File: src/rtl/core/had_pkg.sv
// shared types, constants and helpers for the humid air density pipeline
package had_pkg;

    typedef logic signed [41:0] t_acc;

    typedef struct packed {
        logic signed [20:0] t900;
        logic [27:0]        p16;
    } t_side;

    typedef struct packed {
        logic               v;
        t_acc               acc;
        logic signed [19:0] d900;
        t_side              side;
    } t_hrn;

    typedef struct packed {
        t_side      side;
        logic [1:0] flag;
    } t_tag;

    typedef struct packed {
        logic        v;
        logic [59:0] rem;
        logic [39:0] lo;
        logic [39:0] quo;
        logic [59:0] dvs;
        t_tag        tag;
    } t_div;

    // flag bits in the divider tag
    localparam int FLG_BIG = 0;
    localparam int FLG_LIM = 1;
    localparam int FLG_NEG = 0;
    localparam int FLG_OVF = 1;

    function automatic longint qc(input longint m);
        return (m * 64'sd268435456 + 64'sd500000000) / 64'sd1000000000;
    endfunction

    function automatic logic signed [20:0] deg900(input logic signed [15:0] h,
                                                  input logic imp);
        logic signed [20:0] w;
        w = 21'(h);
        return imp ? (w - 21'sd3200) * 21'sd5 : w * 21'sd9;
    endfunction

    // wobus coefficients for x = degC/100, q28
    localparam t_acc HRN_COEF [10] = '{
        t_acc'(qc(64'sd999996830)), t_acc'(-qc(64'sd908269510)),
        t_acc'(qc(64'sd787361690)), t_acc'(-qc(64'sd611179580)),
        t_acc'(qc(64'sd438841870)), t_acc'(-qc(64'sd298838850)),
        t_acc'(qc(64'sd218744250)), t_acc'(-qc(64'sd178923210)),
        t_acc'(qc(64'sd111120180)), t_acc'(-qc(64'sd30994571))
    };

    // reciprocal of 5625 for the divide by 90000 after a shift by 4
    localparam logic [127:0] HRN_M_FULL = ((128'd1 << 69) + 128'd5624) / 128'd5625;
    localparam logic [56:0]  HRN_M      = HRN_M_FULL[56:0];

    // inHg to 1/16 Pa: p*541 + (p*2427 + 1476) / 2953
    localparam logic [63:0] PRS_M_FULL = ((64'd1 << 42) + 64'd2952) / 64'd2953;
    localparam logic [30:0] PRS_M      = PRS_M_FULL[30:0];
    localparam logic [10:0] PRS_INT    = 11'd541;
    localparam logic [11:0] PRS_FRAC   = 12'd2427;
    localparam logic [10:0] PRS_HALF   = 11'd1476;

    localparam logic [63:0] PV_NUM_FULL = (64'd244312 * 64'd17592186044416 + 64'd12) / 64'd25;
    localparam logic [57:0] PV_NUM      = PV_NUM_FULL[57:0];
    localparam logic [30:0] PV_LIMIT    = 31'h4000_0000;

    localparam logic [63:0] K_DRY_FULL =
        (64'd10000 * 64'd1099511627776 + 64'd1435265) / 64'd2870531;
    localparam logic [63:0] K_VAP_FULL =
        (64'd10000 * 64'd1099511627776 + 64'd2307482) / 64'd4614964;
    localparam logic [63:0] K_MIX_FULL = K_DRY_FULL - K_VAP_FULL;
    localparam logic [31:0] K_DRY      = K_DRY_FULL[31:0];
    localparam logic [30:0] K_MIX      = K_MIX_FULL[30:0];

    localparam logic signed [20:0] ZERO_K900 = 21'sd245835;
    localparam logic [21:0]        OUT_SCALE = 22'd3515625;
    localparam logic [23:0]        OUT_MAX   = 24'hFF_FFFF;

endpackage

File: src/rtl/core/had_div_cell.sv
// one restoring division step, one quotient bit per cell
module had_div_cell (
    input  logic          i_clk,
    input  logic          i_rst_n,
    input  logic          i_en,
    input  had_pkg::t_div i_data,
    output had_pkg::t_div o_data
);
    import had_pkg::*;

    t_div        r_d, n_d;
    logic [60:0] w_trial;
    logic        w_ge;

    always_comb begin
        w_trial  = {i_data.rem, i_data.lo[39]};
        w_ge     = w_trial >= {1'b0, i_data.dvs};
        n_d.v    = i_data.v;
        n_d.rem  = w_ge ? 60'(w_trial - {1'b0, i_data.dvs}) : w_trial[59:0];
        n_d.lo   = {i_data.lo[38:0], 1'b0};
        n_d.quo  = {i_data.quo[38:0], w_ge};
        n_d.dvs  = i_data.dvs;
        n_d.tag  = i_data.tag;
    end

    always_ff @(posedge i_clk) begin
        if (!i_rst_n) begin
            r_d.v <= 1'b0;
        end else if (i_en) begin
            r_d <= n_d;
        end
    end

    assign o_data = r_d;

endmodule

File: config.mk
export PLATFORM = sky130hd
export DESIGN_NAME = had_div_cell
export DESIGN_NICKNAME = d
export VERILOG_FILES = /design/src/rtl/core/had_pkg.sv /design/src/rtl/core/had_div_cell.sv
export SDC_FILE = /design/constraint.sdc
export NUM_CORES = 1
export LEC_CHECK = 0
export ABC_AREA = 1
export BUFFER_PORTS_ARGS = -buffer_cell sky130_fd_sc_hd__buf_2
export CAP_MARGIN = 20
export CELL_PAD_IN_SITES_DETAIL_PLACEMENT = 0
export CELL_PAD_IN_SITES_GLOBAL_PLACEMENT = 1
export CORE_AREA = 2 2 199 201
export CTS_CLUSTER_DIAMETER = 40
export DETAILED_ROUTE_END_ITERATION = 8
export DIE_AREA = 0 0 201 203
export PLACE_DENSITY = 0.84
export SYNTH_ARGS = -nofsm -noshare
export SYNTH_HDL_FRONTEND = slang
export SYNTH_SLANG_ARGS = --single-unit
File: constraint.sdc
create_clock -name i_clk -period 14.3 [get_ports i_clk]
set_clock_uncertainty 0.15 [all_clocks]
set_input_delay 0 -clock i_clk [delete_from_list [all_inputs] [get_ports i_clk]]
set_output_delay 0 -clock i_clk [all_outputs]
set_load 0.01 [all_outputs]
### Yosys cells after proc, flatten, opt, wreduce, memory -nomap -nowiden

Cells that the tools add are included.

* flip-flop bits (word level): 251
* latch bits: 0
* memory bits (writable): 0
* bits in read-only memories: 0
* input port bits: 255
* output and inout bits: 252
* memories kept: 0

* $add $sub $neg: 1
* multiply operators: 0
* divide/modulo/power cells: 0
* magnitude comparators: 1
* equality and inequality tests: 0
* shift-type cells: 0
* multiplexer cells: 1
* bitwise gates (word level): 0
* reduce and logical (&&, ||, !) cells: 1

Operator list (number)
* 61-bit by 60-bit >= comparator with 1-bit output: 1
* 60-bit 2-to-1 mux: 1
* 60-bit subtractor: 1
* 2-bit AND reduction: 1

### Longest topological paths before layout

* depth after elaboration: 2
* gate-level depth with buffers: 18
* gate-level depth less buffers: 16

### Worst setup path after synthesis

OpenSTA, ideal clock, no wires.

* kind: input-to-reg
* from: input i_rst_n
* to: register r_d (netlist bit o_data[0]), enable pin
* arrival time: 4829 ps
* path slack: 8721 ps
* stages on the path: 2
* path buffers: 0
* cells stage by stage: nand2_1 -> inv_1

* cells in the longest elaborated chain, start to end: 1

RTL lines
* start: declaration: line had_div_cell.sv:4 `input logic i_rst_n,`
* 2-bit AND reduction (no source line)
* end signal: assignment: line had_div_cell.sv:30 `r_d <= n_d;`
* end: declaration: line had_div_cell.sv:11 `t_div r_d, n_d;`

No other way between the ends.
A chain may end at the register's enable or synchronous reset.

==> impl_results.md <==
- Accumulated negative setup slack: 0 ns
- Critical Setup Path Class: input pin to flip-flop
- Highest Clock Rate: about 270 MHz
- Net switching power of the design: between 700 and 800 µW
- Flip-flop and latch count after synthesis: roughly 250
- Maximum number of pins on one net before global-route repair: 123
- Wire length of the first global-routing pass: a little over 90000 µm
- Share of total power in sequential cells: 0.370
- Reg2reg setup slack: between 10 and 15 ns
- Total congestion overflow after global routing: 0
- Yosys cell types: 40
- Capturing point of the worst reg2reg path: o_data[251]
- Main synth FF type: edfxtp_1
- Relative contribution of the clock network to total power: 0.412
- Hold Fails Final Rpt: 0
- Area used by sequential logic in the layout: approximately 7500 µm²
- Placeable core area: about 38000 µm²
- Area taken by multi-input logic gates: about 5300 µm²
- Synthesized Nets: between 2000 and 2500
- Antenna violations before repair: 10
- Via count: 14810
- Post-synthesis to final-layout area growth: 55.11%
- Smallest hold slack: approximately 0.024 ns
- Total routing usage reported by global routing: 0.3069
- Share of the clock period used by the worst path: 0.2603
- Cell area after synthesis: ~14000 µm²
- Unrepaired setup endpoints after global routing: false
- Critical path endpoint category: flip-flop
- Hold Path Depth: 2
- Required time at the endpoint of the critical path: ~15 ns
- Count of input and output buffers: around 500
- Filler instances: roughly 3400
- Final net count: between 2000 and 3000
- Slowest CP cell: buf_4
- CTS tree: yes
- Maximum fanout count along the critical path: between 40 and 50
- Worst slew pin tran: ~1.0 ns
- Initial detailed-routing violation count: between 900 and 1000
- Remaining number of nets flagged by the antenna check after routing: 0
- Library cell used as clock root buffer: clkbuf_16
- Total DRC errors in the routed layout: 0
- Worst setup path endpoint: o_data[241]
- DIE WIDTH: about 200 µm
- Die Ht: slightly above 200 µm
- Register area share after synthesis: 0.5242
- Clock transition at the registers of the reported paths: roughly 0.07 ns
- HPWL Detailed: roughly 47000 µm
- Arrival time at the worst endpoint: ~4.0 ns
- Pwr dens: roughly 110 nW/µm²
- Worst setup path startpoint: i_data[97]
- Number of buffers and inverters on the critical path: 6
- Class of the tightest hold or removal check: input pin to flip-flop
- Initial Utilization: 0.3733
- Final setup violating endpoints: 0
- Critical Path Source Type: input pin
- Post-detailed-route wirelength per cell: slightly above 20 µm
- Internal power: around 1.7 mW
- Number of global-route vias before repair: between 10000 and 15000
- Number of flip-flops under the largest register name: approximately 250
- Final Max Slew Viols: 0
- Most frequent standard cell in the layout excluding fill and tap cells: nand2_1
- GPL Wtd Cong: 0.9198
- Maximum count of clock buffers along a single path: 3
- # Max-Cap Violations: 0
- Wirelength, routed: ~64000 µm
- Power consumption: approximately 2.4 mW
- Clk Latency, worst-skew pair: roughly 0.55 ns
- Number of cell instances on the worst register-to-register path: 3
- Proportion of register bits with asynchronous set or reset after synthesis: 0
- First drt pass iteration count: 6
- Rel. slew slack: 0.3021
- Detail-routed via count per cell: 4.720
- Fraction of power spent switching nets: 0.3066
- Total number of cells along the worst setup path: 16
- Yosys warning count: 0
- Share of layout cells above drive strength 1: 0.2440
- Leakage power total: 11.24 nW
- Ordered list of cells on the worst path: dlygate4sd3_1 > dlygate4sd3_1 > buf_2 > inv_1 > ha_1 > nand2_1 > nor2_2 > inv_2 > nor2_4 > nand2_2 > nor3_2 > nand3_1 > nand3_4 > buf_4 > nand3_2 > nand2_1
- Io pins: roughly 500
- Time the worst path needs with I/O delays and setup: between 3 and 4 ns
- Peak VDD IR: 0.07642 mV
- Combinational group share of total power: 0.218
- Mean cell area of the mapped netlist: around 8.4 µm²
- Highest-count cells in the layout ignoring fill and taps: nand2_1 (595), buf_2 (504), inv_1 (374)
- Gates resized, CTS repair: 0
- DIE AREA: a little over 40000 µm²
- Run status: finished, final reports clean
- Number of H-tree levels: 2
- Synthesized instance count: 1702
- Launching point of the worst reg2reg path: o_data[251]
- Kind of cell with the highest combined delay on the critical path: buffers and inverters
- CTS sink cnt: 251
- Number of flops mapped to enable cells by yosys: 250
- Number of CTS-inserted buffers: 42
- Worst path max stage delay: 0.63 ns
- Row Count: between 70 and 80
## layer usage
metal / GRT usage / share of wire
met2: 0.5192 / 0.47
met5: 0 / 0.00020
met4: 0.1341 / 0.049
met1: 0.3738 / 0.41
met3: 0.07319 / 0.076
## area by class of cell
cell class,count,area share
clock inverters,34,0.01500
flip-flops and latches,251,0.3380
diodes,4,0.0004494
multi-input cells,1050,0.2358
clock buffers,44,0.04753
repair buffers,851,0.2689
inverters,385,0.06522
well taps,518,0.02910
## stage by stage
stage	cell area (µm²)	std cells	utilization	setup slack [ns]
after global placement	17430	2711	0.4530	11.01
after global routing	22270	3136	0.5789	10.32
after CTS	22250	3132	0.5785	11.06
final	22270	3137	0.5790	10.58
after floorplan	14360	1702	-	8.721
after detailed placement	17430	2711	0.4530	11.04
## cell usage after synthesis (5+ instances only)
| library cell | number | area, µm² |
|---|---|---|
| nand2_1 | 595 | 2233 |
| inv_1 | 375 | 1408 |
| edfxtp_1 | 250 | 7507 |
| nand3_1 | 99 | 495.5 |
| nor2_1 | 91 | 341.6 |
| ha_1 | 60 | 750.7 |
| a21oi_1 | 41 | 205.2 |
| o21ai_0 | 35 | 175.2 |
| xor2_1 | 28 | 245.2 |
| nand3_2 | 24 | 240.2 |
| nand4_1 | 16 | 100.1 |
| nand2_2 | 10 | 62.56 |
| nor3_1 | 10 | 50.05 |
| inv_2 | 8 | 30.03 |
| buf_2 | 6 | 30.03 |
| nor2_2 | 6 | 37.54 |
| and2_1 | 5 | 31.28 |
| nor4_1 | 5 | 31.28 |
## cells by family after synthesis
| family | Yosys count | share of synthesized area |
|---|---|---|
| and+or+nand+nor | 878 | 0.2639 |
| buffers and inverters | 401 | 0.1110 |
| DFF | 251 | 0.5242 |
| AOI/OAI and AO/OA | 80 | 0.02867 |
| adders and majority gates | 61 | 0.05368 |
| xor gates and xnor gates | 30 | 0.01830 |
| other | 1 | 0.0002612 |
## how the worst min path moves through the flow
| stage | slack [ns] | to | start |
|---|---|---|---|
| 4_1_cts | 0.0001 | o_data[176] | i_data[175] |
| 2_1_floorplan | -0.06 | o_data[251] | i_en |
| 5_1_grt | 0.002 | o_data[22] | i_data[22] |
| 3_3_place_gp | 0.03 | o_data[9] | i_data[9] |
| 6_report | 0.02 | o_data[22] | i_data[22] |
| 3_5_place_dp | 0.03 | o_data[170] | i_data[169] |
## power groups by stage
stage	Combinational (mW)	Clock [mW]	Sequential, mW
after floorplan	0.222	0	0.947
after global placement	0.442	0	0.910
after detailed placement	0.444	0	0.911
after CTS	0.523	1.01	0.897
after global routing	0.576	1.04	0.904
final	0.530	1.00	0.900
## repair_timing
item,CTS,global route
hold buffers,343,1
buffers inserted,0,0
hold endpoints to repair,250,1
Note: power is estimated with default switching activity, not from simulation.
